**config.mk**
```make
export PLATFORM = sky130hd
export DESIGN_NAME = ev_charge_pilot_state_machine_flat
export DESIGN_NICKNAME = d
export VERILOG_FILES = /design/src/rtl/ecps_pkg.sv /design/src/rtl/ecps_in_if.sv /design/src/rtl/ecps_out_if.sv /design/src/rtl/ev_charge_pilot_state_machine.sv /design/src/flat_wrapper.sv
export SDC_FILE = /design/constraint.sdc
export NUM_CORES = 1
export LEC_CHECK = 0
export ABC_CLOCK_PERIOD_IN_PS = 19100
export BUFFER_PORTS_ARGS = -buffer_cell sky130_fd_sc_hd__clkbuf_2
export CAP_MARGIN = 0
export CORE_ASPECT_RATIO = 0.75
export CORE_UTILIZATION = 65
export CTS_CLUSTER_DIAMETER = 60
export DETAILED_ROUTE_END_ITERATION = 10
export MAX_ROUTING_LAYER = met4
export PLACE_DENSITY = 0.82
export SKIP_CTS_REPAIR_TIMING = 1
export SLEW_MARGIN = 20
export SYNTH_ARGS = -nofsm -noshare
export SYNTH_HDL_FRONTEND = slang
export SYNTH_SLANG_ARGS = --single-unit
```
**constraint.sdc**
```tcl
create_clock -name i_clk -period 19.1 [get_ports i_clk]
set_input_delay 0 -clock i_clk [delete_from_list [all_inputs] [get_ports i_clk]]
set_output_delay 0 -clock i_clk [all_outputs]
set_load 0.1 [all_outputs]
```
**src/rtl/ecps_pkg.sv**
```systemverilog
// Package for the charge pilot state machine: state type, beat layouts,
// config register indexes and state code conversion. No dependencies.
`default_nettype none

package ecps_pkg;

    localparam int unsigned PilotW  = 3;
    localparam int unsigned CodeW   = 4;
    localparam int unsigned TimeW   = 32;
    localparam int unsigned CfgW    = 20;
    localparam int unsigned CfgIdxW = 2;

    // Pilot level codes
    localparam logic [PilotW-1:0] PL_12V   = 3'd0;
    localparam logic [PilotW-1:0] PL_9V    = 3'd1;
    localparam logic [PilotW-1:0] PL_6V    = 3'd2;
    localparam logic [PilotW-1:0] PL_DIODE = 3'd3;

    // Config register indexes
    localparam logic [CfgIdxW-1:0] CFG_UNUSED_TIMEOUT = 2'd0;
    localparam logic [CfgIdxW-1:0] CFG_NO_POWER_TIMEOUT = 2'd1;
    localparam logic [CfgIdxW-1:0] CFG_DISCONNECT_WAIT = 2'd2;

    localparam logic [CfgW-1:0] UNUSED_TIMEOUT_RST   = 20'd30000;
    localparam logic [CfgW-1:0] NO_POWER_TIMEOUT_RST = 20'd6000;
    localparam logic [CfgW-1:0] DISCONNECT_WAIT_RST  = 20'd3000;

    // External state codes
    localparam logic [CodeW-1:0] CODE_A      = 4'd0;
    localparam logic [CodeW-1:0] CODE_B      = 4'd1;
    localparam logic [CodeW-1:0] CODE_B1     = 4'd2;
    localparam logic [CodeW-1:0] CODE_C      = 4'd3;
    localparam logic [CodeW-1:0] CODE_C1     = 4'd4;
    localparam logic [CodeW-1:0] CODE_D      = 4'd5;
    localparam logic [CodeW-1:0] CODE_BUSB   = 4'd6;
    localparam logic [CodeW-1:0] CODE_BUSC   = 4'd7;
    localparam logic [CodeW-1:0] CODE_BUSBOK = 4'd8;
    localparam logic [CodeW-1:0] CODE_BUSCOK = 4'd9;

    typedef enum logic [9:0] {
        ST_A      = 10'b00_0000_0001,
        ST_B      = 10'b00_0000_0010,
        ST_B1     = 10'b00_0000_0100,
        ST_C      = 10'b00_0000_1000,
        ST_C1     = 10'b00_0001_0000,
        ST_D      = 10'b00_0010_0000,
        ST_BUSB   = 10'b00_0100_0000,
        ST_BUSC   = 10'b00_1000_0000,
        ST_BUSBOK = 10'b01_0000_0000,
        ST_BUSCOK = 10'b10_0000_0000
    } t_state;

    typedef struct packed {
        logic [CodeW-1:0] state_now;
        logic             standby_ready_evt;
        logic             vehicle_connected_evt;
        logic             not_enough_power_evt;
        logic             diode_ok_evt;
        logic             start_charging_evt;
        logic             disconnect_started_evt;
    } t_out_beat;

    // Code to state; codes above nine are not valid and map to standby
    function automatic t_state state_from_code(logic [CodeW-1:0] code);
        t_state s;
        case (code)
            CODE_A:      s = ST_A;
            CODE_B:      s = ST_B;
            CODE_B1:     s = ST_B1;
            CODE_C:      s = ST_C;
            CODE_C1:     s = ST_C1;
            CODE_D:      s = ST_D;
            CODE_BUSB:   s = ST_BUSB;
            CODE_BUSC:   s = ST_BUSC;
            CODE_BUSBOK: s = ST_BUSBOK;
            CODE_BUSCOK: s = ST_BUSCOK;
            default:     s = ST_A;
        endcase
        return s;
    endfunction

    function automatic logic [CodeW-1:0] code_from_state(t_state s);
        logic [CodeW-1:0] code;
        case (s)
            ST_A:      code = CODE_A;
            ST_B:      code = CODE_B;
            ST_B1:     code = CODE_B1;
            ST_C:      code = CODE_C;
            ST_C1:     code = CODE_C1;
            ST_D:      code = CODE_D;
            ST_BUSB:   code = CODE_BUSB;
            ST_BUSC:   code = CODE_BUSC;
            ST_BUSBOK: code = CODE_BUSBOK;
            ST_BUSCOK: code = CODE_BUSCOK;
            default:   code = CODE_A;
        endcase
        return code;
    endfunction

endpackage

`default_nettype wire

```
**src/rtl/ecps_in_if.sv**
```systemverilog
// Input channel of the charge pilot state machine: one loop tick per beat.
// Depends on ecps_pkg for field widths.
`default_nettype none

interface ecps_in_if;
    import ecps_pkg::*;

    logic                    valid;
    logic                    ready;
    logic [PilotW-1:0]       pilot_level;
    logic                    error_present;
    logic                    charge_delayed;
    logic                    access_granted;
    logic                    is_worker_node;
    logic                    enough_current;
    logic [TimeW-1:0]        now_ms;
    logic                    force_valid;
    logic [CodeW-1:0]        force_state;

    modport source (
        output valid, pilot_level, error_present, charge_delayed, access_granted,
               is_worker_node, enough_current, now_ms, force_valid, force_state,
        input  ready
    );

    modport sink (
        input  valid, pilot_level, error_present, charge_delayed, access_granted,
               is_worker_node, enough_current, now_ms, force_valid, force_state,
        output ready
    );
endinterface

`default_nettype wire

```
**src/rtl/ecps_out_if.sv**
```systemverilog
// Result channel of the charge pilot state machine: state and event pulses.
// Depends on ecps_pkg for field widths.
`default_nettype none

interface ecps_out_if;
    import ecps_pkg::*;

    logic             valid;
    logic             ready;
    logic [CodeW-1:0] state_now;
    logic             standby_ready_evt;
    logic             vehicle_connected_evt;
    logic             not_enough_power_evt;
    logic             diode_ok_evt;
    logic             start_charging_evt;
    logic             disconnect_started_evt;

    modport source (
        output valid, state_now, standby_ready_evt, vehicle_connected_evt,
               not_enough_power_evt, diode_ok_evt, start_charging_evt,
               disconnect_started_evt,
        input  ready
    );

    modport sink (
        input  valid, state_now, standby_ready_evt, vehicle_connected_evt,
               not_enough_power_evt, diode_ok_evt, start_charging_evt,
               disconnect_started_evt,
        output ready
    );
endinterface

`default_nettype wire

```
**src/rtl/ev_charge_pilot_state_machine.sv**
```systemverilog
// Charge pilot state machine top level: ten-state charging FSM, three timers,
// config registers and an output register with skid. Uses ecps_pkg, ecps_*_if.
//
//   channel   dir  beat contents                          handshake
//   i_in      in   pilot level, flags, time, forced state valid/ready
//   o_out     out  state after tick, six event pulses     valid/ready
//   i_cfg_*   in   register index and 20-bit value        write enable only
//
// One tick per cycle while i_in.ready is high: a beat is evaluated in the cycle
// it is accepted and its result is written to the output register, or to the
// skid entry while o_out stalls; the state update is a single pass of compare logic.
// A two-entry output stage (output register plus skid) keeps i_in.ready
// independent of o_out.ready; input stalls only when both entries hold beats.
// Reset is synchronous, active low: standby, diode flag and timer armed flags cleared.
`default_nettype none

module ev_charge_pilot_state_machine (
    input  wire                               i_clk,
    input  wire                               i_rst_n,
    ecps_in_if.sink                           i_in,
    ecps_out_if.source                        o_out,
    input  wire                               i_cfg_we,
    input  wire  [ecps_pkg::CfgIdxW-1:0]      i_cfg_idx,
    input  wire  [ecps_pkg::CfgW-1:0]         i_cfg_data
);
    import ecps_pkg::*;

    // Config registers
    logic [CfgW-1:0] r_unused_limit, r_np_limit, r_disc_limit;

    // Machine state
    t_state           r_state, n_state;
    logic             r_diode, n_diode;
    logic             r_unused_armed, n_unused_armed;
    logic [TimeW-1:0] r_unused_start, n_unused_start;
    logic             r_np_armed, n_np_armed;
    logic [TimeW-1:0] r_np_start, n_np_start;
    logic             r_disc_armed, n_disc_armed;
    logic [TimeW-1:0] r_disc_start, n_disc_start;

    // Output stage
    t_out_beat r_out, r_skid, n_beat;
    logic      r_out_valid, r_skid_valid;

    logic       in_fire, out_fire;
    t_state     s_eff;
    logic       entered;
    logic [TimeW-1:0] unused_start_eff, np_start_eff;
    logic       unused_exp, np_exp, disc_exp;
    logic       ev_standby, ev_conn, ev_nopow, ev_diode, ev_start, ev_disc;

    assign i_in.ready = !r_skid_valid;
    assign in_fire    = i_in.valid && !r_skid_valid;
    assign out_fire   = r_out_valid && o_out.ready;

    // Config write port
    always_ff @(posedge i_clk) begin
        if (!i_rst_n) begin
            r_unused_limit <= UNUSED_TIMEOUT_RST;
            r_np_limit     <= NO_POWER_TIMEOUT_RST;
            r_disc_limit   <= DISCONNECT_WAIT_RST;
        end else if (i_cfg_we) begin
            case (i_cfg_idx)
                CFG_UNUSED_TIMEOUT:   r_unused_limit <= i_cfg_data;
                CFG_NO_POWER_TIMEOUT: r_np_limit     <= i_cfg_data;
                CFG_DISCONNECT_WAIT:  r_disc_limit   <= i_cfg_data;
                default: ;
            endcase
        end
    end

    // Forced state applied ahead of the step; a change counts as an entry
    always_comb begin
        s_eff = r_state;
        if (i_in.force_valid && (i_in.force_state inside {[CODE_A:CODE_BUSCOK]})) begin
            s_eff = state_from_code(i_in.force_state);
        end
    end
    assign entered = (s_eff != r_state);

    // Timer starts as seen by this tick, and wrapping elapsed-time compares
    assign unused_start_eff = entered ? i_in.now_ms : r_unused_start;
    assign np_start_eff     = entered ? i_in.now_ms : r_np_start;
    assign unused_exp = (i_in.now_ms - unused_start_eff) >= {12'd0, r_unused_limit};
    assign np_exp     = (i_in.now_ms - np_start_eff) >= {12'd0, r_np_limit};
    assign disc_exp   = (i_in.now_ms - r_disc_start) >= {12'd0, r_disc_limit};

    // Next state and events for one tick
    always_comb begin
        n_state        = s_eff;
        n_diode        = entered ? 1'b0 : r_diode;
        n_unused_armed = r_unused_armed;
        n_unused_start = r_unused_start;
        n_np_armed     = r_np_armed;
        n_np_start     = r_np_start;
        n_disc_armed   = r_disc_armed;
        n_disc_start   = r_disc_start;
        ev_standby = 1'b0;
        ev_conn    = 1'b0;
        ev_nopow   = 1'b0;
        ev_diode   = 1'b0;
        ev_start   = 1'b0;
        ev_disc    = 1'b0;
        case (s_eff)
            ST_A, ST_B1, ST_BUSB: begin
                if (entered) n_unused_armed = 1'b0;
                if (i_in.pilot_level == PL_12V) begin
                    if (s_eff != ST_A) begin
                        n_state    = ST_A;
                        ev_standby = 1'b1;
                    end
                end else if (i_in.pilot_level == PL_9V) begin
                    if (!(i_in.error_present || i_in.charge_delayed ||
                          !i_in.access_granted || s_eff == ST_BUSB)) begin
                        ev_conn = 1'b1;
                        if (i_in.is_worker_node) begin
                            n_state = ST_BUSB;
                        end else begin
                            ev_nopow = !i_in.enough_current;
                            n_state  = ST_B;
                        end
                    end
                end
            end
            ST_B, ST_BUSC: begin
                n_unused_armed = entered ? 1'b1 : r_unused_armed;
                n_unused_start = unused_start_eff;
                if (i_in.pilot_level == PL_12V) begin
                    n_state = ST_A;
                end else if (i_in.pilot_level == PL_DIODE) begin
                    n_diode  = 1'b1;
                    ev_diode = 1'b1;
                end else if (i_in.pilot_level == PL_6V) begin
                    if (n_diode && !i_in.error_present && !i_in.charge_delayed) begin
                        if (i_in.is_worker_node) begin
                            n_state = ST_BUSC;
                        end else begin
                            n_unused_armed = 1'b0;
                            ev_start       = 1'b1;
                            n_state        = ST_C;
                        end
                    end
                end
                // timeout check runs even if this tick already moved on
                if (n_unused_armed && unused_exp) begin
                    n_unused_armed = 1'b0;
                    n_state        = ST_D;
                    ev_disc        = 1'b1;
                end
            end
            ST_C: begin
                if (entered) n_unused_armed = 1'b0;
                if (i_in.pilot_level == PL_12V) n_state = ST_A;
                else if (i_in.pilot_level == PL_9V) n_state = ST_D;
            end
            ST_C1: begin
                n_np_armed = entered ? 1'b1 : r_np_armed;
                n_np_start = np_start_eff;
                if (i_in.pilot_level == PL_12V) begin
                    n_np_armed = 1'b0;
                    n_state    = ST_A;
                end else if (i_in.pilot_level == PL_9V) begin
                    n_np_armed = 1'b0;
                    n_state    = ST_B1;
                end else if (n_np_armed && np_exp) begin
                    n_np_armed = 1'b0;
                    n_state    = ST_B1;
                end
            end
            ST_D: begin
                if (!r_disc_armed) begin
                    n_disc_armed = 1'b1;
                    n_disc_start = i_in.now_ms;
                end else if (disc_exp) begin
                    n_disc_armed = 1'b0;
                    n_state      = ST_B;
                end
            end
            ST_BUSBOK: n_state = ST_B;
            ST_BUSCOK: n_state = ST_C;
            default:   n_state = s_eff;
        endcase
    end

    always_comb begin
        n_beat.state_now              = code_from_state(n_state);
        n_beat.standby_ready_evt      = ev_standby;
        n_beat.vehicle_connected_evt  = ev_conn;
        n_beat.not_enough_power_evt   = ev_nopow;
        n_beat.diode_ok_evt           = ev_diode;
        n_beat.start_charging_evt     = ev_start;
        n_beat.disconnect_started_evt = ev_disc;
    end

    // Machine control state
    always_ff @(posedge i_clk) begin
        if (!i_rst_n) begin
            r_state        <= ST_A;
            r_diode        <= 1'b0;
            r_unused_armed <= 1'b0;
            r_np_armed     <= 1'b0;
            r_disc_armed   <= 1'b0;
        end else if (in_fire) begin
            r_state        <= n_state;
            r_diode        <= n_diode;
            r_unused_armed <= n_unused_armed;
            r_np_armed     <= n_np_armed;
            r_disc_armed   <= n_disc_armed;
        end
    end

    // Timer start stamps, only read while armed
    always_ff @(posedge i_clk) begin
        if (in_fire) begin
            r_unused_start <= n_unused_start;
            r_np_start     <= n_np_start;
            r_disc_start   <= n_disc_start;
        end
    end

    // Output register plus skid entry
    always_ff @(posedge i_clk) begin
        if (!i_rst_n) begin
            r_out_valid  <= 1'b0;
            r_skid_valid <= 1'b0;
        end else begin
            if (!r_out_valid || out_fire) begin
                r_out_valid  <= r_skid_valid || in_fire;
                r_skid_valid <= 1'b0;
            end else if (in_fire) begin
                r_skid_valid <= 1'b1;
            end
        end
    end

    always_ff @(posedge i_clk) begin
        if (!r_out_valid || out_fire) begin
            r_out <= r_skid_valid ? r_skid : n_beat;
        end
        if (in_fire) begin
            r_skid <= n_beat;
        end
    end

    assign o_out.valid                  = r_out_valid;
    assign o_out.state_now              = r_out.state_now;
    assign o_out.standby_ready_evt      = r_out.standby_ready_evt;
    assign o_out.vehicle_connected_evt  = r_out.vehicle_connected_evt;
    assign o_out.not_enough_power_evt   = r_out.not_enough_power_evt;
    assign o_out.diode_ok_evt           = r_out.diode_ok_evt;
    assign o_out.start_charging_evt     = r_out.start_charging_evt;
    assign o_out.disconnect_started_evt = r_out.disconnect_started_evt;

endmodule

`default_nettype wire
```
**src/flat_wrapper.sv**
```systemverilog
// flat-port wrapper written by rule: the top's interface ports become plain ports
module ev_charge_pilot_state_machine_flat import ecps_pkg::*;
  (i_clk, i_rst_n, i_cfg_we, i_cfg_idx, i_cfg_data, i_in_valid, i_in_pilot_level, i_in_error_present, i_in_charge_delayed, i_in_access_granted, i_in_is_worker_node, i_in_enough_current, i_in_now_ms, i_in_force_valid, i_in_force_state, i_in_ready, o_out_valid, o_out_state_now, o_out_standby_ready_evt, o_out_vehicle_connected_evt, o_out_not_enough_power_evt, o_out_diode_ok_evt, o_out_start_charging_evt, o_out_disconnect_started_evt, o_out_ready);
  ecps_in_if i_in_i ();
  ecps_out_if o_out_i ();
  input  wire i_clk;
  input  wire i_rst_n;
  input  wire i_cfg_we;
  input  wire  [ecps_pkg::CfgIdxW-1:0] i_cfg_idx;
  input  wire  [ecps_pkg::CfgW-1:0] i_cfg_data;
  input wire logic [$bits(i_in_i.valid)-1:0] i_in_valid;
  input wire logic [$bits(i_in_i.pilot_level)-1:0] i_in_pilot_level;
  input wire logic [$bits(i_in_i.error_present)-1:0] i_in_error_present;
  input wire logic [$bits(i_in_i.charge_delayed)-1:0] i_in_charge_delayed;
  input wire logic [$bits(i_in_i.access_granted)-1:0] i_in_access_granted;
  input wire logic [$bits(i_in_i.is_worker_node)-1:0] i_in_is_worker_node;
  input wire logic [$bits(i_in_i.enough_current)-1:0] i_in_enough_current;
  input wire logic [$bits(i_in_i.now_ms)-1:0] i_in_now_ms;
  input wire logic [$bits(i_in_i.force_valid)-1:0] i_in_force_valid;
  input wire logic [$bits(i_in_i.force_state)-1:0] i_in_force_state;
  output wire logic [$bits(i_in_i.ready)-1:0] i_in_ready;
  output wire logic [$bits(o_out_i.valid)-1:0] o_out_valid;
  output wire logic [$bits(o_out_i.state_now)-1:0] o_out_state_now;
  output wire logic [$bits(o_out_i.standby_ready_evt)-1:0] o_out_standby_ready_evt;
  output wire logic [$bits(o_out_i.vehicle_connected_evt)-1:0] o_out_vehicle_connected_evt;
  output wire logic [$bits(o_out_i.not_enough_power_evt)-1:0] o_out_not_enough_power_evt;
  output wire logic [$bits(o_out_i.diode_ok_evt)-1:0] o_out_diode_ok_evt;
  output wire logic [$bits(o_out_i.start_charging_evt)-1:0] o_out_start_charging_evt;
  output wire logic [$bits(o_out_i.disconnect_started_evt)-1:0] o_out_disconnect_started_evt;
  input wire logic [$bits(o_out_i.ready)-1:0] o_out_ready;
  assign i_in_i.valid = i_in_valid;
  assign i_in_i.pilot_level = i_in_pilot_level;
  assign i_in_i.error_present = i_in_error_present;
  assign i_in_i.charge_delayed = i_in_charge_delayed;
  assign i_in_i.access_granted = i_in_access_granted;
  assign i_in_i.is_worker_node = i_in_is_worker_node;
  assign i_in_i.enough_current = i_in_enough_current;
  assign i_in_i.now_ms = i_in_now_ms;
  assign i_in_i.force_valid = i_in_force_valid;
  assign i_in_i.force_state = i_in_force_state;
  assign i_in_ready = i_in_i.ready;
  assign o_out_valid = o_out_i.valid;
  assign o_out_state_now = o_out_i.state_now;
  assign o_out_standby_ready_evt = o_out_i.standby_ready_evt;
  assign o_out_vehicle_connected_evt = o_out_i.vehicle_connected_evt;
  assign o_out_not_enough_power_evt = o_out_i.not_enough_power_evt;
  assign o_out_diode_ok_evt = o_out_i.diode_ok_evt;
  assign o_out_start_charging_evt = o_out_i.start_charging_evt;
  assign o_out_disconnect_started_evt = o_out_i.disconnect_started_evt;
  assign o_out_i.ready = o_out_ready;
  ev_charge_pilot_state_machine u_core (.i_clk(i_clk), .i_rst_n(i_rst_n), .i_in(i_in_i), .o_out(o_out_i), .i_cfg_we(i_cfg_we), .i_cfg_idx(i_cfg_idx), .i_cfg_data(i_cfg_data));
endmodule
```
# [Yosys cells after proc, flatten, opt, wreduce, memory -nomap -nowiden]
# Memory sizes are Yosys's and may differ from the RTL's.
# Cells that the tools add are included.
[word_totals] word_cells=166 register_bits=192 romBits=160 mem_count=1
[memory_table] memory="(no name shown)" words=16 word_bits=10 rd=1 rd_ports_with_merged_regs=0 wr=0 line="ecps_pkg.sv:66" text="case (code)"
[op_classes] bitwise_logic=2 add_sub_neg=3 n_reduce_logical=34 magnitude_cmp=5 n_eq_ne=27 n_mux=67
[op_table] cell="2-to-1 mux 10 bit" n=18
[op_table] cell=">= comparator 32 x 20 -> 1 bit" n=3
[op_table] cell="subtractor 32 bit" n=3
[op_table] cell="one-hot mux 10 bit (7 select lines)" n=1
[op_table] cell="2-to-1 mux 32 bit" n=2
[op_table] cell="2-to-1 mux 1 bit" n=42
[op_table] cell="one-hot mux 4 bit (9 select lines)" n=1
[op_table] cell="equality test 10 bit, second input constant" n=2
[op_table] cell="equality test 10 x 2 -> 1 bit, second input constant" n=2
[op_table] cell="equality test 10 x 3 -> 1 bit, second input constant" n=2
[op_table] cell="equality test 10 x 4 -> 1 bit, second input constant" n=2
[op_table] cell="equality test 10 x 5 -> 1 bit, second input constant" n=2
[op_table] cell="equality test 10 x 6 -> 1 bit, second input constant" n=2
[op_table] cell="equality test 10 x 7 -> 1 bit, second input constant" n=2
[op_table] cell="equality test 10 x 8 -> 1 bit, second input constant" n=2
[op_table] cell="equality test 10 x 9 -> 1 bit, second input constant" n=2
[op_table] cell="AND reduction 2 bit" n=6
[op_table] cell="equality test 10 x 1 -> 1 bit, second input constant" n=1
[op_table] cell="inequality test 10 x 1 -> 1 bit, second input constant" n=1
[op_table] cell="inequality test 10 bit" n=1
[op_table] cell="logical AND 1 bit" n=8
[op_table] cell="2-to-1 mux 8 bit" n=1
[op_table] cell="2-to-1 mux 7 bit" n=1
[op_table] cell="equality test 3 x 2 -> 1 bit, second input constant" n=2
[op_table] cell="other kinds (17)" n=29

# [Logic depth before layout (Yosys ltp)]
[depth] word_depth=19 mapped_depth=33

# [Worst setup path before layout]
# OpenSTA, ideal clock, no wires.
[synth_timing] path_kind="register to register" from="register u_core.r_state[9]" to="register u_core.r_out, in the netlist u_core.o_out.state_now[2], data pin" arrival_ps=6818 setup_time_ps=180 stages_incl_launch_ff=30 setup_slack_ps=12102 cell_sequence="dfxtp_1 buf_2 nor3_1 mux2i_1 o21ai_0 nor4_2 o211ai_1 clkbuf_1 mux2_2 ha_1 inv_1 fa_1 a211oi_1 o211a_1 o31a_1 o31a_1 xnor2_1 ha_1 a21oi_1 nand2_1 a221o_1 a2111oi_0 o211ai_1 nor4_2 nand4_1 and2_1 o41a_1 or4_1 o211a_1 o41ai_2"
[synth_rtl] item="start: declaration" line="ev_charge_pilot_state_machine.sv:32" text="t_state r_state, n_state;"
[synth_rtl] item="start signal: assignment" line="ev_charge_pilot_state_machine.sv:204" text="r_state <= n_state;"
[synth_rtl] item="2-to-1 mux 10 bit" line="ev_charge_pilot_state_machine.sv:75" text="if (i_in.force_valid && (i_in.force_state inside {[CODE_A:CODE_BUSCOK]})) begin"
[synth_rtl] item="inequality test 10 bit *" line="ev_charge_pilot_state_machine.sv:79" text="assign entered = (s_eff != r_state);"
[synth_rtl] item="2-to-1 mux 32 bit *" line="ev_charge_pilot_state_machine.sv:82" text="assign unused_start_eff = entered ? i_in.now_ms : r_unused_start;"
[synth_rtl] item="net u_core.unused_start_eff[0]" line="ev_charge_pilot_state_machine.sv:48" text="logic [TimeW-1:0] unused_start_eff, np_start_eff;"
[synth_rtl] item="subtractor 32 bit *" line="ev_charge_pilot_state_machine.sv:84" text="assign unused_exp = (i_in.now_ms - unused_start_eff) >= {12'd0, r_unused_limit};"
[synth_rtl] item=">= comparator 32 x 20 -> 1 bit *" line="ev_charge_pilot_state_machine.sv:84"
[synth_rtl] item="logical AND 1 bit *" line="ev_charge_pilot_state_machine.sv:145" text="if (n_unused_armed && unused_exp) begin"
[synth_rtl] item="2-to-1 mux 10 bit *" line="ev_charge_pilot_state_machine.sv:145"
[synth_rtl] item="one-hot mux 10 bit (7 select lines) *" line="ev_charge_pilot_state_machine.sv:104" text="case (s_eff)"
[synth_rtl] item="equality test 10 bit, or another cell as far along" line="ecps_pkg.sv:84" text="case (s)"
[synth_rtl] item="one-hot mux 4 bit (9 select lines) *" line="ecps_pkg.sv:84"
[synth_rtl] item="2-to-1 mux 10 bit *" line="ev_charge_pilot_state_machine.sv:238" text="r_out <= r_skid_valid ? r_skid : n_beat;"
[synth_rtl] item="end signal: assignment" line="ev_charge_pilot_state_machine.sv:238"
[synth_rtl] item="end: declaration" line="ev_charge_pilot_state_machine.sv:42" text="t_out_beat r_out, r_skid, n_beat;"
# Mark *: on every way through the listed nets, which the timed path passes. The rest lies on a longest branch. The select of a mux whose other input is x is not followed.
# A chain may end at the register's enable or synchronous reset.

# [Worst setup path after layout]
[layout_timing] from="register u_core.r_state[4]" to="register u_core.r_out, in the netlist u_core.o_out.state_now[2], data pin"
# Same word-level chain as after synthesis.

==> results.txt <==
Status - finished, final reports clean
CTS tree - done
Clock-pin slew on the worst setup and hold paths - 80 ps
Crit path capture type - register
Crit path arrival time - 8480 ps
Placer Congestion - 1.03
Worst setup path class - reg -> reg
Setup_tns - 0 ps
Fin crit share - 0.430
Worst slew pin tran - 1040 ps
Layout area overhead - 10.9%
Drt drc - 0
Skew-Pair Late Insertion Delay - 450 ps
Net count, final - 2177
Primary FF master, synth - edfxtp_1
Via/cell ratio - 6.59
Synth Cell Area - 15800 µm²
Vias in the first global route - 13.3k
Share of layout cells above drive strength 1 - 0.0872
Number of flops mapped to enable cells by yosys - 116
First-pass GRT wire length - 70.8 mm
Worst EP required - 19370 ps
DRT iter0 DRCs - 1788
DP Cell Count - 2176
DR vias - 14.9k
Async S/R FF share, synth - 0
Syn nets - 2083
Instance count of the mapped netlist - 1854
Tmin final - 8210 ps
Leak pwr - 7.44 nW
Commonest non-fill, non-tap cell in the layout - nand2_1
Final setup fails - 0
Core area - 23400 µm²
Detailed Route WL - 46.5 mm
Achievable Freq - 122 MHz
Root buffer cell - clkbuf_16
Slowest cell delay on critical path - 760 ps
Buffers on Ports - 83
Worst clock skew - 13.1 ps
Yosys reg bits - 192
Cell Pwr Density - 77.6 nW/µm²
Global Route Usage Sum - 0.377
Fillers - 1709
Antenna diodes - 0
Inserted Clock Buffers - 17
Top fanout value on the critical path - 55
Die area - 24900 µm²
RSZ-0062 raised after global routing - no
HP Class - in -> reg
Post-Layout Cell Count - 2261
Largest net degree at the start of global routing - 77
H-tree depth - 4
DRT Pass-1 Iters - 8
Most frequent cells in the layout - nand2_1 (242), inv_1 (180), ha_1 (154)
Clock Path Buffers - 2
Slowest CP cell - buf_4
Pins over their slew limit - 0
Final Hold Vio Count - 0
Ys Warns - 0
Post-synthesis sequential area ratio - 0.317
Row Count - 48
Initial Util - 0.674
Die Y - 137 µm
Max IR drop VDD - 0.0661 mV
Max cap viols - 0
Drt wl/cell - 20.6 µm
Startpoint class of the critical path - register
Relative max-transition margin - 0.306
Distinct cells, synth - 89
Clk sink count - 192
Syn avg cell area - 8.52 µm²
Antenna violations before repair - 0
Total grt overflow - 0
IO Count - 84
DRT antenna net count - 0
HPWL after detailed placement - 35.4 mm
Die width - 182 µm
[Yosys cell counts, drive strengths merged (36+ instances only)]
| library cell | instances | area, µm² |
|---|---|---|
| nand2 | 242 | 908 |
| inv | 180 | 676 |
| ha | 154 | 1930 |
| a21oi | 142 | 722 |
| edfxtp | 116 | 3480 |
| o21ai | 93 | 469 |
| nor2 | 87 | 327 |
| dfxtp | 76 | 1520 |
| mux2i | 67 | 671 |
| clkbuf | 55 | 208 |
| xnor2 | 48 | 420 |
| o211ai | 46 | 345 |
| a21boi | 43 | 323 |
| nand4 | 36 | 225 |
| nor3 | 36 | 185 |
[area by class of cell]
cell class                 count  area [µm²]  share of cell area
tap                          300         375              0.0214
multi-input combinational   1412        9850               0.562
clock buffer                  19         464              0.0265
timing repair buffer         144        1010              0.0574
clock inverter                13         136             0.00779
inverter                     181         679              0.0388
sequential                   192        5000               0.286
[flip-flops by register name, summed over array words and instances (netlist names)]
signal and cells:
u_core.r_skid_valid 1, u_core.r_diode 1, u_core.r_state 10, u_core.o_out.disconnect_started_evt 1, u_core.r_np_limit 20, u_core.r_unused_start 32, u_core.r_disc_start 32, u_core.r_skid 10
u_core.o_out.standby_ready_evt 1, u_core.o_out.state_now 4, u_core.r_disc_armed 1, u_core.r_np_armed 1, u_core.r_disc_limit 20, u_core.o_out.valid 1, u_core.o_out.diode_ok_evt 1, u_core.r_unused_armed 1
u_core.o_out.start_charging_evt 1, u_core.r_unused_limit 20, u_core.o_out.not_enough_power_evt 1, u_core.r_np_start 32, u_core.o_out.vehicle_connected_evt 1
[logic make-up (layout without fill, tap and decap cells)]
kind of cell | after synthesis | in the layout | synth area share
compound gates | 539 | 539 | 0.231
xor+xnor | 76 | 76 | 0.0422
fa+ha+maj | 157 | 157 | 0.126
buf+inv | 250 | 357 | 0.0607
flops | 192 | 192 | 0.317
mux | 81 | 81 | 0.0525
other cells | 1 | 1 | 0.000237
simple gates | 558 | 558 | 0.171
[layer usage]
layer  up-vias  global-route usage  share of wire
met4         0              0.0934          0.019
li1       6977                   -              -
met5         -                   -              0
met3        78              0.0801           0.12
met2       809               0.515           0.40
met1      7044               0.560           0.45
[where the power goes]
group          leakage [nW]  internal [W]  switching, W
registers              1.70      0.000456    0.00000671
clock network         0.298      0.000186      0.000178
logic                  5.44      0.000203      0.000330
total                  7.44      0.000845      0.000515
[through the flow]
stage	hold slack (ps)	utilization	power, W	area, µm²	setup slack, ps
2_1_floorplan	98.9	-	0.000851	15800	12100
3_3_place_gp	284	0.700	0.000960	16400	11120
3_5_place_dp	279	0.700	0.000974	16400	10950
4_1_cts	-194	0.725	0.00133	17000	11060
5_1_grt	2.71	0.748	0.00142	17500	10350
6_report	3.74	0.748	0.00136	17500	10890
[worst max-delay path, delay by kind of cell, from the launching register on]
family                     cells  cell delay (ps)
xor gates and xnor gates       1              160
muxes                          1              430
adders and majority gates      2              600
buffers and inverters          3             1160
and+or+nand+nor                8             2100
AOI/OAI and AO/OA             14             3180
DFF                            1              370
[final timing paths]
path | cells past startpoint | to | slack, ps | from
hold reg to reg | 2 | u_core.r_disc_limit[14] | 470 | u_core.r_disc_limit[14]
setup / recovery | 29 | u_core.o_out.state_now[2] | 10890 | u_core.r_state[4]
setup reg to reg | 29 | u_core.o_out.state_now[2] | 10890 | u_core.r_state[4]
hold / removal | 1 | u_core.r_disc_start[29] | 4 | i_in_now_ms[29]
Power figures use the tool's default switching activity.
